[config.mk]
export PLATFORM = sky130hd
export DESIGN_NAME = universal_machine_execute
export DESIGN_NICKNAME = d
export VERILOG_FILES = /design/src/hdl/ume_pkg.sv /design/src/hdl/ume_div.sv /design/src/hdl/ume_dpath.sv /design/src/hdl/ume_ctrl.sv /design/src/hdl/universal_machine_execute.sv
export SDC_FILE = /design/constraint.sdc
export NUM_CORES = 2
export LEC_CHECK = 0
export BUFFER_PORTS_ARGS = -buffer_cell sky130_fd_sc_hd__buf_2
export CORE_MARGIN = 3
export CORE_UTILIZATION = 45
export CTS_CLUSTER_DIAMETER = 100
export DETAILED_ROUTE_END_ITERATION = 8
export SLEW_MARGIN = 40
export SYNTH_ARGS = -nofsm -noshare
export SYNTH_HDL_FRONTEND = slang
export SYNTH_SLANG_ARGS = --single-unit
[constraint.sdc]
create_clock -name clk -period 14.8 [get_ports clk]
set_input_delay 4.44 -clock clk [delete_from_list [all_inputs] [get_ports clk]]
set_output_delay 4.44 -clock clk [all_outputs]
set_load 0.005 [all_outputs]
[src/hdl/ume_pkg.sv]
// ume_pkg: word types, opcodes, status codes and control structs
// for the universal machine execute unit
// depends on: nothing
`default_nettype none

package ume_pkg;

    // incoming word
    typedef struct packed {
        logic        op;
        logic [31:0] instr;
        logic [7:0]  in_char;
        logic        in_eof;
        logic [2:0]  wb_reg;
        logic [31:0] wb_value;
    } item_t;

    // outgoing word
    typedef struct packed {
        logic [2:0]  status;
        logic        out_valid;
        logic [7:0]  out_char;
        logic [3:0]  fwd_opcode;
        logic [2:0]  fwd_dest;
        logic [31:0] val_a;
        logic [31:0] val_b;
        logic [31:0] val_c;
    } result_t;

    // controller to datapath
    typedef struct packed {
        logic latch;
        logic read_a;
        logic div_start;
        logic commit;
    } cmd_t;

    // datapath to controller
    typedef struct packed {
        logic need_div;
        logic need_a;
        logic div_done;
        logic out_free;
        logic stopped;
    } stat_t;

    // item kinds
    localparam logic OPK_EXEC = 1'b0;
    localparam logic OPK_WB   = 1'b1;

    // opcodes
    localparam logic [3:0] OPC_CMOV  = 4'd0;
    localparam logic [3:0] OPC_LOAD  = 4'd1;
    localparam logic [3:0] OPC_STORE = 4'd2;
    localparam logic [3:0] OPC_ADD   = 4'd3;
    localparam logic [3:0] OPC_MUL   = 4'd4;
    localparam logic [3:0] OPC_DIV   = 4'd5;
    localparam logic [3:0] OPC_NAND  = 4'd6;
    localparam logic [3:0] OPC_HALT  = 4'd7;
    localparam logic [3:0] OPC_NEW   = 4'd8;
    localparam logic [3:0] OPC_DEL   = 4'd9;
    localparam logic [3:0] OPC_OUT   = 4'd10;
    localparam logic [3:0] OPC_IN    = 4'd11;
    localparam logic [3:0] OPC_PROG  = 4'd12;
    localparam logic [3:0] OPC_LDI   = 4'd13;

    // status codes
    localparam logic [2:0] ST_OK      = 3'd0;
    localparam logic [2:0] ST_HALT    = 3'd1;
    localparam logic [2:0] ST_INVALID = 3'd2;
    localparam logic [2:0] ST_DIVZERO = 3'd3;
    localparam logic [2:0] ST_BADCHAR = 3'd4;
    localparam logic [2:0] ST_FORWARD = 3'd5;
    localparam logic [2:0] ST_STOPPED = 3'd6;

    // instruction word layout
    localparam int OPC_LSB    = 28;
    localparam int IMM_REG_LSB = 25;
    localparam int IMM_BITS   = 25;
    localparam logic [31:0] CHAR_MAX = 32'h0000_00ff;

endpackage

`default_nettype wire

[src/hdl/ume_div.sv]
// ume_div: restoring unsigned divider, one quotient bit per cycle
// depends on: nothing
`default_nettype none

module ume_div
(
    input  wire logic        clk,
    input  wire logic        rst_n,
    input  wire logic        start,
    input  wire logic [31:0] dividend,
    input  wire logic [31:0] divisor,
    output logic             done,
    output logic [31:0]      quotient
);

    localparam int          STEPS    = 32;
    localparam logic [4:0]  LAST_CNT = 5'(STEPS - 1);

    logic        run_reg;
    logic        done_reg;
    logic [4:0]  cnt_reg;
    logic [31:0] rem_reg;
    logic [31:0] quo_reg;
    logic [31:0] dsr_reg;

    logic [32:0] shifted;
    logic        ge;
    logic [32:0] diff;

    // one trial subtraction
    always_comb
    begin
        shifted = {rem_reg, quo_reg[31]};
        ge      = shifted >= {1'b0, dsr_reg};
        diff    = shifted - {1'b0, dsr_reg};
    end

    // control flags
    always_ff @(posedge clk or negedge rst_n)
    begin
        if (!rst_n)
        begin
            run_reg  <= 1'b0;
            done_reg <= 1'b0;
            cnt_reg  <= '0;
        end
        else if (start)
        begin
            run_reg  <= 1'b1;
            done_reg <= 1'b0;
            cnt_reg  <= '0;
        end
        else if (run_reg)
        begin
            cnt_reg <= cnt_reg + 5'd1;
            if (cnt_reg == LAST_CNT)
            begin
                run_reg  <= 1'b0;
                done_reg <= 1'b1;
            end
        end
    end

    // remainder and quotient shift
    always_ff @(posedge clk)
    begin
        if (start)
        begin
            rem_reg <= '0;
            quo_reg <= dividend;
            dsr_reg <= divisor;
        end
        else if (run_reg)
        begin
            rem_reg <= ge ? diff[31:0] : shifted[31:0];
            quo_reg <= {quo_reg[30:0], ge};
        end
    end

    assign done     = done_reg;
    assign quotient = quo_reg;

endmodule

`default_nettype wire

[src/hdl/ume_dpath.sv]
// ume_dpath: item register, register file, alu, divider and result register
// depends on: ume_pkg, ume_div
`default_nettype none

module ume_dpath
    import ume_pkg::*;
(
    input  wire logic    clk,
    input  wire logic    rst_n,
    input  wire item_t   item_in,
    input  wire cmd_t    cmd,
    output stat_t        stat,
    input  wire logic    res_stall,
    output logic         res_valid,
    output result_t      res_word
);

    item_t       item_reg;
    logic [31:0] rf_reg [8];
    logic [7:0]  vld_reg;
    logic [31:0] ra_mem_reg;
    logic [31:0] rb_mem_reg;
    logic [31:0] rc_mem_reg;
    logic        ra_ok_reg;
    logic        rb_ok_reg;
    logic        rc_ok_reg;
    logic        stopped_reg;
    logic        out_vld_reg;
    result_t     out_reg;

    logic [3:0]  opc;
    logic [2:0]  ia;
    logic [2:0]  ib;
    logic [2:0]  ic;
    logic [31:0] ra;
    logic [31:0] rb;
    logic [31:0] rc;
    logic [2:0]  rd0_addr;
    logic [31:0] prod;
    logic        div_done;
    logic [31:0] quot;

    result_t     res;
    logic        wr_en;
    logic [2:0]  wr_addr;
    logic [31:0] wr_data;
    logic        set_stop;
    logic        is_fwd;

    assign opc = item_reg.instr[31:OPC_LSB];
    assign ia  = item_reg.instr[8:6];
    assign ib  = item_reg.instr[5:3];
    assign ic  = item_reg.instr[2:0];

    // entries never written read as zero
    assign ra = ra_ok_reg ? ra_mem_reg : '0;
    assign rb = rb_ok_reg ? rb_mem_reg : '0;
    assign rc = rc_ok_reg ? rc_mem_reg : '0;

    assign prod = rb * rc;

    // item capture
    always_ff @(posedge clk)
    begin
        if (cmd.latch)
        begin
            item_reg <= item_in;
        end
    end

    // register file: port 0 reads B at capture or A later, port 1 reads C
    assign rd0_addr = cmd.read_a ? ia : item_in.instr[5:3];

    always_ff @(posedge clk)
    begin
        if (wr_en && cmd.commit)
        begin
            rf_reg[wr_addr] <= wr_data;
        end
        if (cmd.latch || cmd.read_a)
        begin
            if (cmd.read_a)
            begin
                ra_mem_reg <= rf_reg[rd0_addr];
                ra_ok_reg  <= vld_reg[rd0_addr];
            end
            else
            begin
                rb_mem_reg <= rf_reg[rd0_addr];
                rb_ok_reg  <= vld_reg[rd0_addr];
            end
        end
        if (cmd.latch)
        begin
            rc_mem_reg <= rf_reg[item_in.instr[2:0]];
            rc_ok_reg  <= vld_reg[item_in.instr[2:0]];
        end
    end

    // per-entry valid bits stand in for the zero reset
    always_ff @(posedge clk or negedge rst_n)
    begin
        if (!rst_n)
        begin
            vld_reg <= '0;
        end
        else if (wr_en && cmd.commit)
        begin
            vld_reg[wr_addr] <= 1'b1;
        end
    end

    // divider
    ume_div u_div
    (
        .clk      (clk),
        .rst_n    (rst_n),
        .start    (cmd.div_start),
        .dividend (rb),
        .divisor  (rc),
        .done     (div_done),
        .quotient (quot)
    );

    // result and register write for the captured item
    always_comb
    begin
        res      = '0;
        res.status = ST_OK;
        wr_en    = 1'b0;
        wr_addr  = ia;
        wr_data  = '0;
        set_stop = 1'b0;
        is_fwd   = 1'b0;
        if (item_reg.op == OPK_WB)
        begin
            wr_en   = 1'b1;
            wr_addr = item_reg.wb_reg;
            wr_data = item_reg.wb_value;
        end
        else if (stopped_reg)
        begin
            res.status = ST_STOPPED;
        end
        else
        begin
            case (opc)
                OPC_CMOV:
                begin
                    wr_en   = rc != '0;
                    wr_data = rb;
                end
                OPC_ADD:
                begin
                    wr_en   = 1'b1;
                    wr_data = rb + rc;
                end
                OPC_MUL:
                begin
                    wr_en   = 1'b1;
                    wr_data = prod;
                end
                OPC_DIV:
                begin
                    if (rc == '0)
                    begin
                        set_stop   = 1'b1;
                        res.status = ST_DIVZERO;
                    end
                    else
                    begin
                        wr_en   = 1'b1;
                        wr_data = quot;
                    end
                end
                OPC_NAND:
                begin
                    wr_en   = 1'b1;
                    wr_data = ~(rb & rc);
                end
                OPC_HALT:
                begin
                    set_stop   = 1'b1;
                    res.status = ST_HALT;
                end
                OPC_OUT:
                begin
                    if (rc > CHAR_MAX)
                    begin
                        set_stop   = 1'b1;
                        res.status = ST_BADCHAR;
                    end
                    else
                    begin
                        res.out_valid = 1'b1;
                        res.out_char  = rc[7:0];
                    end
                end
                OPC_IN:
                begin
                    wr_en   = 1'b1;
                    wr_addr = ic;
                    wr_data = item_reg.in_eof ? '1 : {24'd0, item_reg.in_char};
                end
                OPC_LDI:
                begin
                    wr_en   = 1'b1;
                    wr_addr = item_reg.instr[IMM_REG_LSB +: 3];
                    wr_data = {7'd0, item_reg.instr[IMM_BITS-1:0]};
                end
                OPC_LOAD, OPC_STORE, OPC_NEW, OPC_DEL, OPC_PROG:
                begin
                    is_fwd         = 1'b1;
                    res.status     = ST_FORWARD;
                    res.fwd_opcode = opc;
                    res.fwd_dest   = (opc == OPC_LOAD) ? ia :
                                     ((opc == OPC_NEW) ? ib : 3'd0);
                    res.val_a      = ra;
                    res.val_b      = rb;
                    res.val_c      = rc;
                end
                default:
                begin
                    set_stop   = 1'b1;
                    res.status = ST_INVALID;
                end
            endcase
        end
    end

    // stopped flag
    always_ff @(posedge clk or negedge rst_n)
    begin
        if (!rst_n)
        begin
            stopped_reg <= 1'b0;
        end
        else if (cmd.commit && set_stop)
        begin
            stopped_reg <= 1'b1;
        end
    end

    // output register
    always_ff @(posedge clk or negedge rst_n)
    begin
        if (!rst_n)
        begin
            out_vld_reg <= 1'b0;
        end
        else if (cmd.commit)
        begin
            out_vld_reg <= 1'b1;
        end
        else if (!res_stall)
        begin
            out_vld_reg <= 1'b0;
        end
    end

    always_ff @(posedge clk)
    begin
        if (cmd.commit)
        begin
            out_reg <= res;
        end
    end

    // status back to the controller
    always_comb
    begin
        stat.need_div = (item_reg.op == OPK_EXEC) && !stopped_reg
                        && (opc == OPC_DIV) && (rc != '0);
        stat.need_a   = (item_reg.op == OPK_EXEC) && !stopped_reg && is_fwd;
        stat.div_done = div_done;
        stat.out_free = !out_vld_reg || !res_stall;
        stat.stopped  = stopped_reg;
    end

    assign res_valid = out_vld_reg;
    assign res_word  = out_reg;

endmodule

`default_nettype wire

[src/hdl/ume_ctrl.sv]
// ume_ctrl: sequencing of capture, register reads, divide and commit
// depends on: ume_pkg
`default_nettype none

module ume_ctrl
    import ume_pkg::*;
(
    input  wire logic   clk,
    input  wire logic   rst_n,
    input  wire logic   cmd_valid,
    output logic        cmd_stall,
    input  wire stat_t  stat,
    output cmd_t        cmd
);

    localparam logic [2:0] S_IDLE = 3'd0;
    localparam logic [2:0] S_EXEC = 3'd1;
    localparam logic [2:0] S_RDA  = 3'd2;
    localparam logic [2:0] S_DIVW = 3'd3;
    localparam logic [2:0] S_FIN  = 3'd4;

    logic [2:0] state_reg;
    logic [2:0] state_next;

    // next state and commands
    always_comb
    begin
        state_next = state_reg;
        cmd        = '0;
        case (state_reg)
            S_IDLE:
            begin
                if (cmd_valid)
                begin
                    cmd.latch  = 1'b1;
                    state_next = S_EXEC;
                end
            end
            S_EXEC:
            begin
                if (stat.need_div)
                begin
                    cmd.div_start = 1'b1;
                    state_next    = S_DIVW;
                end
                else if (stat.need_a)
                begin
                    cmd.read_a = 1'b1;
                    state_next = S_RDA;
                end
                else if (stat.out_free)
                begin
                    cmd.commit = 1'b1;
                    state_next = S_IDLE;
                end
            end
            S_RDA, S_FIN:
            begin
                if (stat.out_free)
                begin
                    cmd.commit = 1'b1;
                    state_next = S_IDLE;
                end
            end
            S_DIVW:
            begin
                if (stat.div_done)
                begin
                    state_next = S_FIN;
                end
            end
            default:
            begin
                state_next = S_IDLE;
            end
        endcase
    end

    // state register
    always_ff @(posedge clk or negedge rst_n)
    begin
        if (!rst_n)
        begin
            state_reg <= S_IDLE;
        end
        else
        begin
            state_reg <= state_next;
        end
    end

    assign cmd_stall = state_reg != S_IDLE;

endmodule

`default_nettype wire

[src/hdl/universal_machine_execute.sv]
// universal_machine_execute: top level of the execute unit
// depends on: ume_pkg, ume_ctrl, ume_dpath (which holds ume_div)
//
//  channel | valid     | stall     | word
//  --------+-----------+-----------+-----------------------------
//  command | cmd_valid | cmd_stall | cmd_word  (item_t, in)
//  result  | res_valid | res_stall | res_word  (result_t, out)
//
// one word at a time: most words go through capture with the B/C register read,
// then execute and commit; array forwards add a second register file read for
// A; a divide by a non-zero register goes through capture, start, 32 steps of
// the one-bit-per-cycle divider, wait on done, commit
// register file reset is handled by per-entry valid bits, no clearing pass
// the result register lets the next word be taken while a result is stalled;
// commit then waits until the result register is free
`default_nettype none

module universal_machine_execute
    import ume_pkg::*;
(
    input  wire logic    clk,
    input  wire logic    rst_n,
    input  wire logic    cmd_valid,
    output logic         cmd_stall,
    input  wire item_t   cmd_word,
    output logic         res_valid,
    input  wire logic    res_stall,
    output result_t      res_word
);

    cmd_t  cmd;
    stat_t stat;

    // controller
    ume_ctrl u_ctrl
    (
        .clk       (clk),
        .rst_n     (rst_n),
        .cmd_valid (cmd_valid),
        .cmd_stall (cmd_stall),
        .stat      (stat),
        .cmd       (cmd)
    );

    // datapath
    ume_dpath u_dpath
    (
        .clk       (clk),
        .rst_n     (rst_n),
        .item_in   (cmd_word),
        .cmd       (cmd),
        .stat      (stat),
        .res_stall (res_stall),
        .res_valid (res_valid),
        .res_word  (res_word)
    );

    // an accepted word keeps the block busy in the next cycle
    a_accept_busy: assert property (@(posedge clk) disable iff (!rst_n)
        (cmd_valid && !cmd_stall) |=> cmd_stall)
        else $error("block took a word but was not busy afterwards");

    // a commit never overwrites a stalled result
    a_commit_free: assert property (@(posedge clk) disable iff (!rst_n)
        cmd.commit |-> !(res_valid && res_stall))
        else $error("commit while the result register was held");

    // a halt result leaves the machine stopped
    a_halt_stops: assert property (@(posedge clk) disable iff (!rst_n)
        (res_valid && (res_word.status == ST_HALT)) |-> stat.stopped)
        else $error("halt delivered but machine not stopped");

endmodule

`default_nettype wire

# After elaboration in Yosys (flattened, before gate mapping)
# Memory sizes are Yosys's and may differ from the RTL's. A register that Yosys moved wholly into a read port is not among the register bits.
# Cells that the tools add are included.
totals:
  reg_bits: 375
  ram_bits: 256
  inputBits: 81
  output_inout_bits: 117
  wordCells: 170
  mem_count: 1
memory_table:
  columns: ["name", "depth", "word_bits", "read_ports", "rd_clocked_by_memory_dff", "wr", "line_no", "text"]
  rows:
  - ["u_dpath.rf_reg", 8, 32, 2, 1, 1, "ume_dpath.sv:19", "logic [31:0] rf_reg [8];"]
op_classes:
  addsub: 3
  n_mul: 1
  n_lt_le_gt_ge: 6
  n_eq_ne: 21
  n_mux: 67
  bitwise: 8
  n_reduce_logical: 33
ops:
  columns: ["op", "count"]
  rows:
  - ["$mux 32", 9]
  - ["$pmux 32 s7", 1]
  - ["$mux 3", 12]
  - ["$ge 33x32->1", 1]
  - ["$add 32x32->32", 1]
  - ["$and 32x32->32", 1]
  - ["$gt 32x8->1 const B", 1]
  - ["$logic_not 32->1", 1]
  - ["$mul 32x32->32", 1]
  - ["$not 32->32", 1]
  - ["$reduce_bool 32->1", 1]
  - ["$sub 32x32->32", 1]
  - ["$mux 1", 31]
  - ["$eq 4x4->1 const B", 6]
  - ["$eq 4x3->1 const B", 4]
  - ["$pmux 3 s5", 1]
  - ["$lt 3x4->1 const B", 3]
  - ["$pmux 3 s4", 1]
  - ["$reduce_or 11->1", 1]
  - ["$mux 5", 2]
  - ["$reduce_or 5->1", 2]
  - ["$mux 9", 1]
  - ["$eq 4x2->1 const B", 2]
  - ["$or 8x8->8", 1]
  - ["other kinds (28)", 53]

# Depth between registers and ports, before layout
logic_depth:
  ltp_word: 12
  ltp_mapped: 31
  mapped_depth_nobuf: 28

# Hierarchy
# Synthesis repeated with hierarchy kept, for this count alone.
unflattened:
  cells_unflattened: 3911
  area_unflattened_um2: 46290.6
modules_own_cells:
  columns: ["module", "n_inst", "cells_per_inst", "area_per_inst_um2", "seq_area_each_um2"]
  rows:
  - ["ume_dpath", 1, 3308, 40132.2, 16676.0]
  - ["ume_div", 1, 574, 5935.7, 2737.6]
  - ["ume_ctrl", 1, 29, 222.7, 75.1]

# Worst setup path before layout
# OpenSTA, ideal clock, no wires.
synth_path:
  path_type: "input to register"
  startpoint: "input res_stall"
  endpoint: "memory u_dpath.rf_reg[6][0] (enable)"
  setup_ns: 0.462
  arrival_ns: 10.596
  t_required_ns: 14.338
  path_slack_ns: 3.742
  stages: 3
  n_path_buf: 0
  cell_sequence: "a21oi_2 > nand3_1 > nor3_1"
synth_via:
  elab_chain_len: 9
synth_rtl:
  columns: ["element", "line_no", "text"]
  rows:
  - ["start, declared", "universal_machine_execute.sv:27", "input wire logic res_stall,"]
  - ["$logic_not 1->1 *", null, null]
  - ["$logic_or 1x1->1 *", "ume_dpath.sv:276", "stat.out_free = !out_vld_reg || !res_stall;"]
  - ["$mux 1 *", "ume_ctrl.sv:51, ume_ctrl.sv:59", null]
  - ["$mux 1", "ume_ctrl.sv:46", "else if (stat.need_a)"]
  - ["$mux 1", "ume_ctrl.sv:41", "if (stat.need_div)"]
  - ["$pmux 1 s2 *", "ume_ctrl.sv:30", "case (state_reg)"]
  - ["$logic_and 1x1->1 *", "ume_dpath.sv:76", "if (wr_en && cmd.commit)"]
  - ["$mux 1 *", "ume_dpath.sv:76", null]
  - ["$mux 1 (implied by the code) *", "ume_dpath.sv:78", "rf_reg[wr_addr] <= wr_data;"]
  - ["end, declared", "ume_dpath.sv:19", null]
# Every way passes the cells marked *; elsewhere a longest branch is shown, timed or not.

# Final worst setup path
layout_path:
  startpoint: "register u_dpath.rc_ok_reg"
  endpoint: "memory u_dpath.rf_reg[5][30] (data pin)"
layout_via:
  elab_chain_len: 6
  elab_cells_between_ends: 10
  classes_between: "add/sub: 1; mul: 1; mux: 5; bitwise: 2; reduce/logical: 1"
layout_rtl:
  columns: ["element", "line_no", "text"]
  rows:
  - ["start, declared", "ume_dpath.sv:26", "logic rc_ok_reg;"]
  - ["start signal, assigned", "ume_dpath.sv:96", "rc_ok_reg <= vld_reg[item_in.instr[2:0]];"]
  - ["$mux 32 *", "ume_dpath.sv:58", "assign rc = rc_ok_reg ? rc_mem_reg : '0;"]
  - ["parallel branches: the longest is 2 deep, another holds $mul 32x32->32", null, null]
  - ["$pmux 32 s7 *", "ume_dpath.sv:147", "case (opc)"]
  - ["$mux 32 *", "ume_dpath.sv:141", "else if (stopped_reg)"]
  - ["$mux 32 *", "ume_dpath.sv:135", "if (item_reg.op == OPK_WB)"]
  - ["named net u_dpath.wr_data[30]", "ume_dpath.sv:46", "logic [31:0] wr_data;"]
# Mark *: on every way through the listed nets, which the timed path passes.

==> results.md <==
* Clk_lat worst skew at approximately 670 ps
* Type of the most critical hold path: register to register
* Register bit total from synthesis at 663
* # rows at about 120
* Buf+Inv Stages, Crit Path at 6
* Top cell types by occurrence after synthesis: 611 x sky130_fd_sc_hd__edfxtp_1, 489 x sky130_fd_sc_hd__nor2_1, 481 x sky130_fd_sc_hd__inv_1, 410 x sky130_fd_sc_hd__fa_1, 354 x sky130_fd_sc_hd__nand2_1
* Length of routed met2 wiring at between 70000 and 80000 um
* Final setup violation count at 0
* Floorplan die height at about 330 um
* Placer congestion estimate at ~1.0
* Endpoint class of the critical path: register
* Result of the run: finished, final reports clean
* Sequential standard cell area at just under 0.02 sq mm
* Fill count at 8949
* Maximum single-stage delay on the critical path at between 700 and 800 ps
* I/O pin cnt at 198
* Yosys top cell area share at 0.3990
* Max-Slew Margin vs Limit at 0.3863
* Library cell with the largest summed area after synthesis: sky130_fd_sc_hd__edfxtp_1
* Worst Reg-to-Reg Cells at 26
* End point of the worst hold path: u_dpath.vld_reg[2]
* Post-detailed-route DRC marker count at 0
* Period utilisation layout at 0.6526
* Sequential cell area fraction in the yosys report at 0.4238
* Arrival time worst endpoint at 10010 ps
* Max Buffers Root-to-Sink at 3
* Req. time, crit path at ~15000 ps
* Reg2Reg Launch Point: u_dpath.rc_ok_reg
* P&R area growth vs syn at 11.37%
* EDFF count, synth at roughly 610
* DR top layer: met5
* Antenna viol nets, final at 0
* Source of the worst hold timing path: u_dpath.vld_reg[2]
* Root buffer cell: sky130_fd_sc_hd__clkbuf_16
* Initial antenna violation count at 5
* Buffers inserted by post-CTS timing repair at 0
* Core region area at ~0.10 sq mm
* Maximum level of the CTS H-tree at 3
* FF-to-FF setup slack at approximately 5100 ps
* Synthesized area per cell at ~12 sq um
* Post-synthesis instance total at just under 4k
* Final Skew at 34.36 ps
* Highest clock frequency the design can meet at just over 100 MHz
* Count of input and output buffers at 197
* Most frequently used flop master after synthesis: sky130_fd_sc_hd__edfxtp_1
* Critical path startpoint category: register
* Capture instance of the worst register-to-register path: u_dpath.rf_reg[5][30]
* Cell family with the largest share of critical-path delay: adder cells
* Min Clock Period, post-route at ~9700 ps
* Number of max-capacitance violations reported at 0
* WL per Instance at 27.74 um
* Vias per inst at 5.964
* Routed length on met1 at 59250 um
* Number of global-route vias before repair at 33.44k
* Top fanout value on the critical path at 42
* Area of the multi-input gates at ~0.024 sq mm
* Largest net degree at the start of global routing at a little over 70
* Most numerous cell in the Yosys netlist: sky130_fd_sc_hd__edfxtp_1
* Nets at roughly 4.8k
* GRT Resource Usage Total at 0.2890
* Drt first-iter violations at 3876
* Net count after synthesis at roughly 4.6k
* Area contributors post-synth: sky130_fd_sc_hd__edfxtp_1 40%, sky130_fd_sc_hd__fa_1 18%, sky130_fd_sc_hd__mux4_2 6.5%, sky130_fd_sc_hd__ha_1 5.1%, sky130_fd_sc_hd__nor2_1 4.0%
* First-pass GRT wire length at approximately 220000 um
* Unique masters post-synth at 83
* Clock slew at reported path FFs at about 60 ps
* Die area at 0.1061 sq mm
* Share of post-route cells with drive strength above 1 at 0.1546
* Worst-Margin Slew at 912.8 ps
* Crit path kind: register to register
* Total Wirelength at between 150000 and 200000 um
* Post-synth design cell area at 0.04599 sq mm
* Synth async-reset ratio at 0.03017
* Hold-critical path depth at 1
* TritonCTS clock tree: built
* Overall via count from detail_route at 32.90k
* Number of buffers inserted by hold repair at cts at 0
* Max FFs per register at 256
* Number of buffers added by the clock tree synthesis step at 75
* CTS sink count at 663
* WL met3 at approximately 16000 um
* Fin. max-slew vios at 0
* Library cell contributing the largest single delay on the critical path: sky130_fd_sc_hd__inv_1
* Total count of hold-check failures in the final report at 0
* RSZ-0062 raised after global routing: no
* Number of warnings reported in the yosys synthesis log at 0
* Initial cell density of the core at 0.4565
* Final sum of negative setup slack at 0 ps
* Sum of net half-perimeters after detailed placement at 111200 um
* CTS resizes at 0
* Most common cell on crit path: sky130_fd_sc_hd__fa_1
* Remaining Overflow, GRT at 0
* Detailed Routing Iterations Pass 1 at 8
* Horizontal extent of the die at about 330 um
==> layer usage <==
metal / track usage / vias to the layer above
met5: 0 / -
met4: 0.1157 / 4
met3: 0.07345 / 373
met2: 0.4558 / 1876
met1: 0.3841 / 16730
li1: - / 13920
==> how the worst max path moves through the flow <==
stage	startpoint	endpoint	slack [ps]	cells after the start
5_1_grt	u_dpath.rc_ok_reg	u_dpath.rf_reg[5][30]	4840	26
2_1_floorplan	res_stall	u_dpath.rf_reg[6][0]	3740	3
6_report	u_dpath.rc_ok_reg	u_dpath.rf_reg[5][30]	5140	26
3_5_place_dp	u_dpath.rc_ok_reg	u_dpath.rf_reg[0][30]	5410	26
4_1_cts	u_dpath.rc_ok_reg	u_dpath.rf_reg[5][30]	5330	26
3_3_place_gp	u_dpath.rc_ok_reg	u_dpath.rf_reg[0][30]	5420	28
==> through the flow <==
| step | area [sq um] | setup slack (ps) | utilization | hold WS (ps) | cells |
|---|---|---|---|---|---|
| after floorplan | 45990 | 3742 | - | 445.8 | 3925 |
| after global placement | 48680 | 5421 | 0.4832 | 462.7 | 5379 |
| after detailed placement | 48720 | 5405 | 0.4837 | 472.0 | 5379 |
| after CTS | 51190 | 5335 | 0.5082 | 487.8 | 5515 |
| after global routing | 51210 | 4842 | 0.5084 | 507.1 | 5515 |
| final | 51210 | 5141 | 0.5084 | 492.9 | 5517 |
==> cell type report <==
| class | count | share of cell area |
|---|---|---|
| Timing Repair Buffer | 278 | 0.03154 |
| Tap cell | 1357 | 0.03315 |
| Clock inverter | 44 | 0.009601 |
| Antenna cell | 2 | 0.00009772 |
| Sequential cell | 663 | 0.3805 |
| Inverter | 506 | 0.03709 |
| Multi-Input combinational cell | 2575 | 0.4693 |
| Clock buffer | 92 | 0.03870 |
==> logic make-up after synthesis <==
family / Yosys count / share of synthesized area
flip-flops: 663 / 0.4238
AO/OA/AOI/OAI: 552 / 0.07654
XOR/XNOR: 123 / 0.02492
AND/OR/NAND/NOR: 1077 / 0.1005
buffers and inverters: 687 / 0.05793
adder cells (fa/ha/maj): 599 / 0.2299
multiplexers: 224 / 0.08647
==> placed cells by master, fill, tap and decap left out, drive strengths merged, types with 9 or more instances in the layout <==
master,instances
fa,410
inv,489
nor2b,13
nand2b,22
dfxtp,32
nor3,28
edfxtp,611
a221oi,25
nand2,360
nor4,19
o22ai,15
o21a,19
o211ai,11
a211o,13
a21o,38
o21bai,12
mux4,132
clkbuf,92
a21oi,141
dfrtp,20
o221ai,14
nor3b,9
ha,189
xor2,32
or2,12
a211oi,17
buf,278
xnor2,86
a31oi,15
and3,47
clkinv,52
nor2,491
nand3,27
nand4,21
mux2,66
o21ai,162
a22oi,12
mux2i,26
Power is not shown: default switching activity piles up to over one toggle a cycle in this logic, so the estimate is an artifact.
